===== src/rtl/core/sft_pkg.sv =====
// Shared types, character constants and helper functions of the scene file tokenizer.
package sft_pkg;

  localparam int unsigned Q_DEPTH = 4;

  localparam logic [7:0] CH_DQUOTE    = 8'h22;
  localparam logic [7:0] CH_SQUOTE    = 8'h27;
  localparam logic [7:0] CH_LBRACKET  = 8'h5B;
  localparam logic [7:0] CH_RBRACKET  = 8'h5D;
  localparam logic [7:0] CH_HASH      = 8'h23;
  localparam logic [7:0] CH_BACKSLASH = 8'h5C;
  localparam logic [7:0] CH_LF        = 8'h0A;
  localparam logic [7:0] CH_CR        = 8'h0D;
  localparam logic [7:0] CH_TAB       = 8'h09;
  localparam logic [7:0] CH_SPACE     = 8'h20;
  localparam logic [7:0] CH_BS        = 8'h08;
  localparam logic [7:0] CH_FF        = 8'h0C;
  localparam logic [7:0] CH_LOW_B     = 8'h62;
  localparam logic [7:0] CH_LOW_F     = 8'h66;
  localparam logic [7:0] CH_LOW_N     = 8'h6E;
  localparam logic [7:0] CH_LOW_R     = 8'h72;
  localparam logic [7:0] CH_LOW_T     = 8'h74;

  localparam logic [2:0] ERR_NONE         = 3'd0;
  localparam logic [2:0] ERR_BAD_ESCAPE   = 3'd1;
  localparam logic [2:0] ERR_NEWLINE      = 3'd2;
  localparam logic [2:0] ERR_TRAIL_ESCAPE = 3'd3;
  localparam logic [2:0] ERR_UNTERMINATED = 3'd4;

  typedef struct packed {
    logic [7:0] in_byte;
    logic       end_of_input;
  } in_item_t;

  typedef struct packed {
    logic [7:0] tok_byte;
    logic       token_first;
    logic       token_last;
    logic       byte_valid;
    logic [2:0] error_code;
    logic       run_last;
  } out_item_t;

  // One accepted request's worth of results: one or two.
  typedef struct packed {
    logic      two;
    out_item_t r0;
    out_item_t r1;
  } plan_t;

  typedef struct packed {
    logic full;
    logic empty;
  } q_status_t;

  function automatic logic is_space(input logic [7:0] c);
    return (c == CH_SPACE) || (c >= CH_TAB && c <= CH_CR);
  endfunction

  function automatic logic is_delim(input logic [7:0] c);
    return is_space(c) || (c == CH_DQUOTE) || (c == CH_LBRACKET) || (c == CH_RBRACKET);
  endfunction

  // Returns {legal, decoded byte}.
  function automatic logic [8:0] decode_escape(input logic [7:0] c);
    logic [8:0] r;
    r = 9'd0;
    unique case (c)
      CH_LOW_B:     r = {1'b1, CH_BS};
      CH_LOW_F:     r = {1'b1, CH_FF};
      CH_LOW_N:     r = {1'b1, CH_LF};
      CH_LOW_R:     r = {1'b1, CH_CR};
      CH_LOW_T:     r = {1'b1, CH_TAB};
      CH_BACKSLASH: r = {1'b1, c};
      CH_SQUOTE:    r = {1'b1, c};
      CH_DQUOTE:    r = {1'b1, c};
      default:      r = 9'd0;
    endcase
    return r;
  endfunction

  function automatic out_item_t mk_res(input logic [7:0] b, input logic f, input logic l,
                                       input logic v, input logic [2:0] e);
    out_item_t r;
    r.tok_byte    = b;
    r.token_first = f;
    r.token_last  = l;
    r.byte_valid  = v;
    r.error_code  = e;
    r.run_last    = 1'b0;
    return r;
  endfunction

endpackage


===== src/rtl/core/sft_front.sv =====
// Front end: accepts characters, runs the lexer mode machine and builds result plans.
module sft_front
  import sft_pkg::*;
(
  input  logic      clk,
  input  logic      rst_n,
  input  logic      in_valid,
  output logic      in_stall,
  input  in_item_t  in_data,
  input  q_status_t q_stat,
  output logic      push,
  output plan_t     push_plan
);

  typedef enum logic [2:0] {
    M_IDLE    = 3'd0,
    M_COMMENT = 3'd1,
    M_WORD    = 3'd2,
    M_QUOTE   = 3'd3,
    M_ESC     = 3'd4,
    M_HALT    = 3'd5
  } mode_t;

  mode_t      mode_r, mode_nxt;
  logic [7:0] held_byte_r, held_byte_nxt;
  logic       held_valid_r, held_valid_nxt;
  logic       held_first_r, held_first_nxt;

  logic [7:0] c;
  logic       accept;

  // Outcome of a character seen between tokens.
  logic       sc_emit;
  out_item_t  sc_res;
  mode_t      sc_mode;
  logic       sc_hold;

  logic [8:0] dec;
  logic [1:0] n;
  out_item_t  r0, r1;

  assign c        = in_data.in_byte;
  assign in_stall = q_stat.full;
  assign accept   = in_valid && !q_stat.full;
  assign dec      = decode_escape(c);

  always_comb begin
    sc_emit = 1'b0;
    sc_res  = '0;
    sc_mode = M_IDLE;
    sc_hold = 1'b0;
    priority if (is_space(c)) begin
      sc_mode = M_IDLE;
    end else if (c == CH_DQUOTE) begin
      sc_emit = 1'b1;
      sc_res  = mk_res(c, 1'b1, 1'b0, 1'b1, ERR_NONE);
      sc_mode = M_QUOTE;
    end else if (c == CH_LBRACKET || c == CH_RBRACKET) begin
      sc_emit = 1'b1;
      sc_res  = mk_res(c, 1'b1, 1'b1, 1'b1, ERR_NONE);
    end else if (c == CH_HASH) begin
      sc_mode = M_COMMENT;
    end else begin
      sc_mode = M_WORD;
      sc_hold = 1'b1;
    end
  end

  always_comb begin
    mode_nxt       = mode_r;
    held_byte_nxt  = held_byte_r;
    held_valid_nxt = held_valid_r;
    held_first_nxt = held_first_r;
    n  = 2'd0;
    r0 = '0;
    r1 = '0;

    if (mode_r == M_HALT) begin
      n = 2'd0;
    end else if (in_data.end_of_input) begin
      if (mode_r == M_QUOTE || mode_r == M_ESC) begin
        mode_nxt       = M_HALT;
        held_valid_nxt = 1'b0;
        r0 = mk_res(8'd0, 1'b0, 1'b0, 1'b0,
                    (mode_r == M_QUOTE) ? ERR_UNTERMINATED : ERR_TRAIL_ESCAPE);
        n  = 2'd1;
      end else begin
        if (mode_r == M_WORD && held_valid_r) begin
          r0 = mk_res(held_byte_r, held_first_r, 1'b1, 1'b1, ERR_NONE);
          n  = 2'd1;
        end
        mode_nxt       = M_IDLE;
        held_valid_nxt = 1'b0;
        held_first_nxt = 1'b0;
      end
    end else begin
      unique case (mode_r)
        M_COMMENT: begin
          if (c == CH_CR || c == CH_LF) mode_nxt = M_IDLE;
        end
        M_WORD: begin
          if (is_delim(c)) begin
            // The held byte closes the word, then the delimiter starts afresh.
            if (held_valid_r) begin
              r0 = mk_res(held_byte_r, held_first_r, 1'b1, 1'b1, ERR_NONE);
              r1 = sc_res;
              n  = sc_emit ? 2'd2 : 2'd1;
            end else begin
              r0 = sc_res;
              n  = sc_emit ? 2'd1 : 2'd0;
            end
            mode_nxt       = sc_mode;
            held_valid_nxt = sc_hold;
            held_first_nxt = sc_hold;
            if (sc_hold) held_byte_nxt = c;
          end else begin
            if (held_valid_r) begin
              r0 = mk_res(held_byte_r, held_first_r, 1'b0, 1'b1, ERR_NONE);
              n  = 2'd1;
            end
            held_byte_nxt  = c;
            held_valid_nxt = 1'b1;
            held_first_nxt = 1'b0;
          end
        end
        M_QUOTE: begin
          if (c == CH_LF) begin
            mode_nxt       = M_HALT;
            held_valid_nxt = 1'b0;
            r0 = mk_res(8'd0, 1'b0, 1'b0, 1'b0, ERR_NEWLINE);
            n  = 2'd1;
          end else if (c == CH_BACKSLASH) begin
            mode_nxt = M_ESC;
          end else if (c == CH_DQUOTE) begin
            mode_nxt = M_IDLE;
            r0 = mk_res(c, 1'b0, 1'b1, 1'b1, ERR_NONE);
            n  = 2'd1;
          end else begin
            r0 = mk_res(c, 1'b0, 1'b0, 1'b1, ERR_NONE);
            n  = 2'd1;
          end
        end
        M_ESC: begin
          if (c == CH_LF || !dec[8]) begin
            mode_nxt       = M_HALT;
            held_valid_nxt = 1'b0;
            r0 = mk_res(8'd0, 1'b0, 1'b0, 1'b0,
                        (c == CH_LF) ? ERR_NEWLINE : ERR_BAD_ESCAPE);
          end else begin
            mode_nxt = M_QUOTE;
            r0 = mk_res(dec[7:0], 1'b0, 1'b0, 1'b1, ERR_NONE);
          end
          n = 2'd1;
        end
        default: begin
          r0 = sc_res;
          n  = sc_emit ? 2'd1 : 2'd0;
          mode_nxt       = sc_mode;
          if (sc_hold) begin
            held_byte_nxt  = c;
            held_valid_nxt = 1'b1;
            held_first_nxt = 1'b1;
          end
        end
      endcase
    end

    if (n == 2'd1) r0.run_last = 1'b1;
    if (n == 2'd2) r1.run_last = 1'b1;
  end

  assign push           = accept && (n != 2'd0);
  assign push_plan.two  = (n == 2'd2);
  assign push_plan.r0   = r0;
  assign push_plan.r1   = r1;

  always_ff @(posedge clk) begin
    if (!rst_n) begin
      mode_r       <= M_IDLE;
      held_byte_r  <= 8'd0;
      held_valid_r <= 1'b0;
      held_first_r <= 1'b0;
    end else if (accept) begin
      mode_r       <= mode_nxt;
      held_byte_r  <= held_byte_nxt;
      held_valid_r <= held_valid_nxt;
      held_first_r <= held_first_nxt;
    end
  end

endmodule


===== src/rtl/core/sft_queue.sv =====
// Small FIFO of result plans between the front end and the back end.
module sft_queue
  import sft_pkg::*;
#(
  parameter int unsigned QDEPTH = Q_DEPTH
) (
  input  logic      clk,
  input  logic      rst_n,
  input  logic      push,
  input  plan_t     push_plan,
  input  logic      pop,
  output plan_t     head_plan,
  output q_status_t q_stat
);

  localparam int unsigned PW = (QDEPTH > 1) ? $clog2(QDEPTH) : 1;
  localparam int unsigned CW = $clog2(QDEPTH + 1);
  localparam logic [PW-1:0] LAST_PTR = PW'(QDEPTH - 1);

  plan_t         mem_r [QDEPTH];
  logic [PW-1:0] wr_ptr_r, rd_ptr_r;
  logic [CW-1:0] count_r;
  logic          do_push, do_pop;

  assign q_stat.full  = (count_r == CW'(QDEPTH));
  assign q_stat.empty = (count_r == '0);
  assign do_push      = push && !q_stat.full;
  assign do_pop       = pop && !q_stat.empty;
  assign head_plan    = mem_r[rd_ptr_r];

  always_ff @(posedge clk) begin
    if (do_push) mem_r[wr_ptr_r] <= push_plan;
  end

  always_ff @(posedge clk) begin
    if (!rst_n) begin
      wr_ptr_r <= '0;
      rd_ptr_r <= '0;
      count_r  <= '0;
    end else begin
      if (do_push) wr_ptr_r <= (wr_ptr_r == LAST_PTR) ? '0 : wr_ptr_r + 1'b1;
      if (do_pop)  rd_ptr_r <= (rd_ptr_r == LAST_PTR) ? '0 : rd_ptr_r + 1'b1;
      unique case ({do_push, do_pop})
        2'b10:   count_r <= count_r + 1'b1;
        2'b01:   count_r <= count_r - 1'b1;
        default: count_r <= count_r;
      endcase
    end
  end

endmodule


===== src/rtl/core/sft_back.sv =====
// Back end: unrolls each plan into one or two results and drives the output register.
module sft_back
  import sft_pkg::*;
(
  input  logic      clk,
  input  logic      rst_n,
  input  plan_t     head_plan,
  input  q_status_t q_stat,
  output logic      pop,
  output logic      out_valid,
  input  logic      out_stall,
  output out_item_t out_data
);

  logic      out_valid_r;
  out_item_t out_data_r;
  logic      sec_valid_r;
  out_item_t sec_r;
  logic      load;

  assign load      = !out_valid_r || !out_stall;
  // The second result of a plan goes out before the next plan is taken.
  assign pop       = load && !sec_valid_r && !q_stat.empty;
  assign out_valid = out_valid_r;
  assign out_data  = out_data_r;

  always_ff @(posedge clk) begin
    if (!rst_n) begin
      out_valid_r <= 1'b0;
      sec_valid_r <= 1'b0;
    end else if (load) begin
      if (sec_valid_r) begin
        out_valid_r <= 1'b1;
        sec_valid_r <= 1'b0;
      end else if (!q_stat.empty) begin
        out_valid_r <= 1'b1;
        sec_valid_r <= head_plan.two;
      end else begin
        out_valid_r <= 1'b0;
      end
    end
  end

  always_ff @(posedge clk) begin
    if (load) begin
      if (sec_valid_r) begin
        out_data_r <= sec_r;
      end else if (!q_stat.empty) begin
        out_data_r <= head_plan.r0;
        sec_r      <= head_plan.r1;
      end
    end
  end

endmodule


===== src/rtl/core/scene_file_tokenizer_core.sv =====
// Scene file tokenizer: top level joining front end, plan queue and back end.
//
// Takes one character per request and returns token bytes with first and last
// marks, skipping whitespace and '#' comments, decoding escapes inside quoted
// strings and reporting errors that halt the block until reset. A character is
// accepted every cycle while the plan queue (QDEPTH entries) has room; each
// request leaves zero, one or two results, and the back end delivers one result
// per cycle while out_stall is low, the second result of a request going out
// before the results of the next. A result passes through a queue entry and then
// the output register. Word bytes are held back one character, so the last byte
// of a word appears with the character that ends it.
module scene_file_tokenizer_core
  import sft_pkg::*;
#(
  parameter int unsigned QDEPTH = Q_DEPTH
) (
  input  logic      clk,
  input  logic      rst_n,
  input  logic      in_valid,
  output logic      in_stall,
  input  in_item_t  in_data,
  output logic      out_valid,
  input  logic      out_stall,
  output out_item_t out_data
);

  logic      push, pop;
  plan_t     push_plan, head_plan;
  q_status_t q_stat;

  sft_front u_front (
    .clk       (clk),
    .rst_n     (rst_n),
    .in_valid  (in_valid),
    .in_stall  (in_stall),
    .in_data   (in_data),
    .q_stat    (q_stat),
    .push      (push),
    .push_plan (push_plan)
  );

  sft_queue #(
    .QDEPTH (QDEPTH)
  ) u_queue (
    .clk       (clk),
    .rst_n     (rst_n),
    .push      (push),
    .push_plan (push_plan),
    .pop       (pop),
    .head_plan (head_plan),
    .q_stat    (q_stat)
  );

  sft_back u_back (
    .clk       (clk),
    .rst_n     (rst_n),
    .head_plan (head_plan),
    .q_stat    (q_stat),
    .pop       (pop),
    .out_valid (out_valid),
    .out_stall (out_stall),
    .out_data  (out_data)
  );

endmodule


===== config.mk =====
export PLATFORM = sky130hd
export DESIGN_NAME = scene_file_tokenizer_core
export DESIGN_NICKNAME = d
export VERILOG_FILES = /design/src/rtl/core/sft_pkg.sv /design/src/rtl/core/sft_front.sv /design/src/rtl/core/sft_queue.sv /design/src/rtl/core/sft_back.sv /design/src/rtl/core/scene_file_tokenizer_core.sv
export SDC_FILE = /design/constraint.sdc
export NUM_CORES = 1
export LEC_CHECK = 0
export ABC_AREA = 0
export BUFFER_PORTS_ARGS = -buffer_cell sky130_fd_sc_hd__clkbuf_2
export CORE_MARGIN = 1.5
export CORE_UTILIZATION = 60
export CTS_BUF_LIST = sky130_fd_sc_hd__clkbuf_8
export CTS_CLUSTER_DIAMETER = 30
export DETAILED_ROUTE_END_ITERATION = 16
export GPL_ROUTABILITY_DRIVEN = 0
export PLACE_DENSITY = 0.78
export SLEW_MARGIN = 20
export SYNTH_ARGS = -nofsm -noshare
export SYNTH_HDL_FRONTEND = slang
export SYNTH_SLANG_ARGS = --single-unit

===== constraint.sdc =====
create_clock -name clk -period 4.3 [get_ports clk]
set_input_delay 0.215 -clock clk [delete_from_list [all_inputs] [get_ports clk]]
set_output_delay 0.215 -clock clk [all_outputs]
set_load 0.1 [all_outputs]

==> results.yml <==
drt:
  antenna_left: 0
  wl_per_cell_um: 20.3
  drtIter0Drc: 415
  dr.pass1.iters: 12
  vias: 4443
  drcViolationCount: 6
  avgViaCountPerCell: 6.38
  wl_um: 14100
cts:
  cts_max_level: 4
  ctsResizeCount: 0
  cts_root_buffer: "clkbuf_8"
  cts_setup_buffers: 0
  cts_sinks: 154
  clk_pin_slew_ns: 0.08
  worstSkewPairLatency_ns: 0.44
  max-clock-path-buffers: 2
  cts_tree: "done"
  cts_hold_buf: 0
  cts_inserted_buffers: 17
die:
  initial_core_util: 0.618
  fp.dieW_um: 112
  coreArea_um2: 11500
  rows: 39
  die_h_um: 112
  die-area_um2: 12500
  boundaryPins: 30
power:
  swShare: 0.368
  seqPwrFrac: 0.445
  power.density_nw_per_um2: 605
  p_leak_uw: 0.00270
  internal-power_uw: 2980
  clkPwrFrac: 0.237
  combPwrFrac: 0.319
  ir_worst_vdd_v: 0.000430
  p_total_uw: 4720
  p_sw_uw: 1740
cells_and_area:
  fillCellCount: 785
  fin_nets: 562
  final_common_cell: "edfxtp_1"
  area_delta_synth_final_pct: 9.57
  final_cells: 696
  drive_above_1_share: 0.222
  diodes: 0
  final_cell_mix: "edfxtp_1 (130), nor2_1 (42), nand2_1 (31), clkbuf_2 (29), mux4_2 (26)"
timing:
  fin_setup_tns_ns: 0
  min_period_ns: 3.33
  fin_crit_sh: 0.775
  drv_slew: 0
  setup_violations: 0
  finalHoldViolations: 0
  slew_headroom: 0.332
  finalClockSkew_ns: 0.0124
  rsz0062_at_grt: "no"
  fmax_mhz: 300
  tightest_slew_ns: 1.00
synth:
  synth_mux_area_frac: 0.124
  ys_warn_count: 0
  ys.flop_type: "edfxtp_1"
  syn_inst: 513
  synth_cell_types: 67
  netlist_area_um2: 7120
  synth-xor-area-share: 0.00739
  synth_edf_count: 130
  synth_compound_area_frac: 0.0902
  ys_seq_elements: 154
  ys_seq_area_frac: 0.616
  synth_top_family_by_area: "multiplexers"
  ys_async_sr_fraction: 0
  synth.avg_cell_area_um2: 13.9
  synthAdderAreaFrac: 0.0169
  synth-simple-area-share: 0.118
global_route:
  grtUsageMet2: 0.395
  busiest_layer: "met2"
  grt_pass1_vias: 4346
  grt_overflow_total: 0
  grt_antenna_before_repair: 0
  grt_max_degree: 38
  grtUsageTotal: 0.240
  grt_pass1_wl_um: 22600
  grt.met3_usage: 0.0539
  met1_usage: 0.314
setup_path:
  slowest_delay_ns: 0.61
  worstPathMaxFanout: 14
  slowest_stage: "dfxtp_1"
  cp-start-kind: "register"
  critPathKind: "register to register"
  cp-end-kind: "register"
  worstPathRequired_ns: 4.67
  critPathArrivalTime_ns: 3.70
  path_cells: "or3b_2, nor2_1, buf_4, a21o_1, a22o_1, inv_1, ha_1, fa_1, xnor2_1, or3_1, a21oi_1"
placed_design:
  portBuffers: 29
  dpl.hpwl_um: 9020
  dp.cells: 664
outcome:
  run_status: "complete, but fails checks"
  violations: "DRC"
min_path:
  hold_path_class: "input pin to register"
run:
  maxCapViolations: 0
-- final timing paths --
check / startpoint / end / slack, ns / depth (start not counted)
worst max-delay path: u_front.mode_r[1]$_SDFFE_PN0P_ / u_queue.count_r[2]$_SDFFE_PN0P_ / 0.97 / 11
worst min-delay path: rst_n / u_front.held_first_r$_SDFFE_PN0P_ / 0.05 / 3
worst max register to register: u_front.mode_r[1]$_SDFFE_PN0P_ / u_queue.count_r[2]$_SDFFE_PN0P_ / 0.97 / 11
worst min register to register: u_front.held_byte_r[4]$_SDFFE_PN0P_ / u_front.held_byte_r[4]$_SDFFE_PN0P_ / 0.51 / 2
-- area by class of cell --
cell class                 count  area [um^2]  share of cell area
multi-input combinational    319         2560               0.329
timing repair buffer          38          213              0.0273
inverter                      10         37.5             0.00481
clock buffer                  21          289              0.0371
clock inverter                11          129              0.0165
tap                          143          179              0.0229
sequential                   154         4390               0.563
-- per-layer routing --
| layer | up-vias | wire length [um] | part of all wire |
|---|---|---|---|
| li1 | 2033 | - | - |
| met1 | 2172 | 5870 | 0.42 |
| met2 | 210 | 6980 | 0.49 |
| met3 | 28 | 1030 | 0.072 |
| met4 | 0 | 265 | 0.019 |
| met5 | - | 0 | 0 |
-- kinds of logic after synthesis --
| group | count (synthesis) |
|---|---|
| AOI/OAI and AO/OA | 88 |
| xor gates and xnor gates | 6 |
| adders and majority gates | 9 |
| buffers and inverters | 43 |
| DFF | 154 |
| muxes | 54 |
| other | 1 |
| and+or+nand+nor | 158 |
-- through the flow --
stage / util / area [um^2] / hold WS (ns) / setup WS [ns]
after floorplan: - / 7130 / 0.357 / 0.923
after global placement: 0.640 / 7370 / 0.478 / 0.747
after detailed placement: 0.641 / 7380 / 0.481 / 0.575
after CTS: 0.677 / 7800 / 0.0343 / 0.995
after global routing: 0.677 / 7800 / 0.0463 / 0.748
final: 0.677 / 7800 / 0.0542 / 0.967
-- synthesized netlist by cell type, types with 8 or more instances --
| master | number | area [um^2] |
|---|---|---|
| edfxtp_1 | 130 | 3900 |
| nor2_1 | 42 | 158 |
| nand2_1 | 31 | 116 |
| mux4_2 | 26 | 586 |
| dfxtp_1 | 24 | 480 |
| clkbuf_1 | 18 | 67.6 |
| nor3_1 | 18 | 90.1 |
| mux2i_1 | 17 | 170 |
| o21ai_0 | 17 | 85.1 |
| a21oi_1 | 15 | 75.1 |
| mux2_2 | 11 | 124 |
| nor2b_1 | 11 | 68.8 |
| inv_1 | 10 | 37.5 |
| nand2b_1 | 9 | 56.3 |
| a211oi_1 | 8 | 60.1 |
| ha_1 | 8 | 100 |
-- state kept, by name (all words and copies together), names as in the netlist, named ones only --
signal	flops
u_queue.mem_r	104
u_back.out_data	15
u_back.sec_r	11
u_front.held_byte_r	8
u_front.mode_r	3
u_queue.count_r	3
u_queue.rd_ptr_r	2
u_queue.wr_ptr_r	2
u_back.out_valid	1
u_back.sec_valid_r	1
u_front.held_first_r	1
u_front.held_valid_r	1
-- worst max-delay path, delay by kind of cell, from the launching register on --
kind            cells  cell delay [ns]
xor+xnor            1             0.14
fa+ha+maj           2             0.66
flops               1             0.61
compound gates      3             0.56
buf+inv             2             0.29
simple gates        3             0.98
-- power groups by stage --
| stage | clock network, uW | registers (uW) | logic, uW |
|---|---|---|---|
| after floorplan | 0 | 2590 | 728 |
| after global placement | 0 | 2120 | 1450 |
| after detailed placement | 0 | 2140 | 1490 |
| after CTS | 1130 | 2110 | 1510 |
| after global routing | 1200 | 2140 | 1570 |
| final | 1120 | 2100 | 1500 |
No activity file was read; power rests on OpenSTA's default activity.
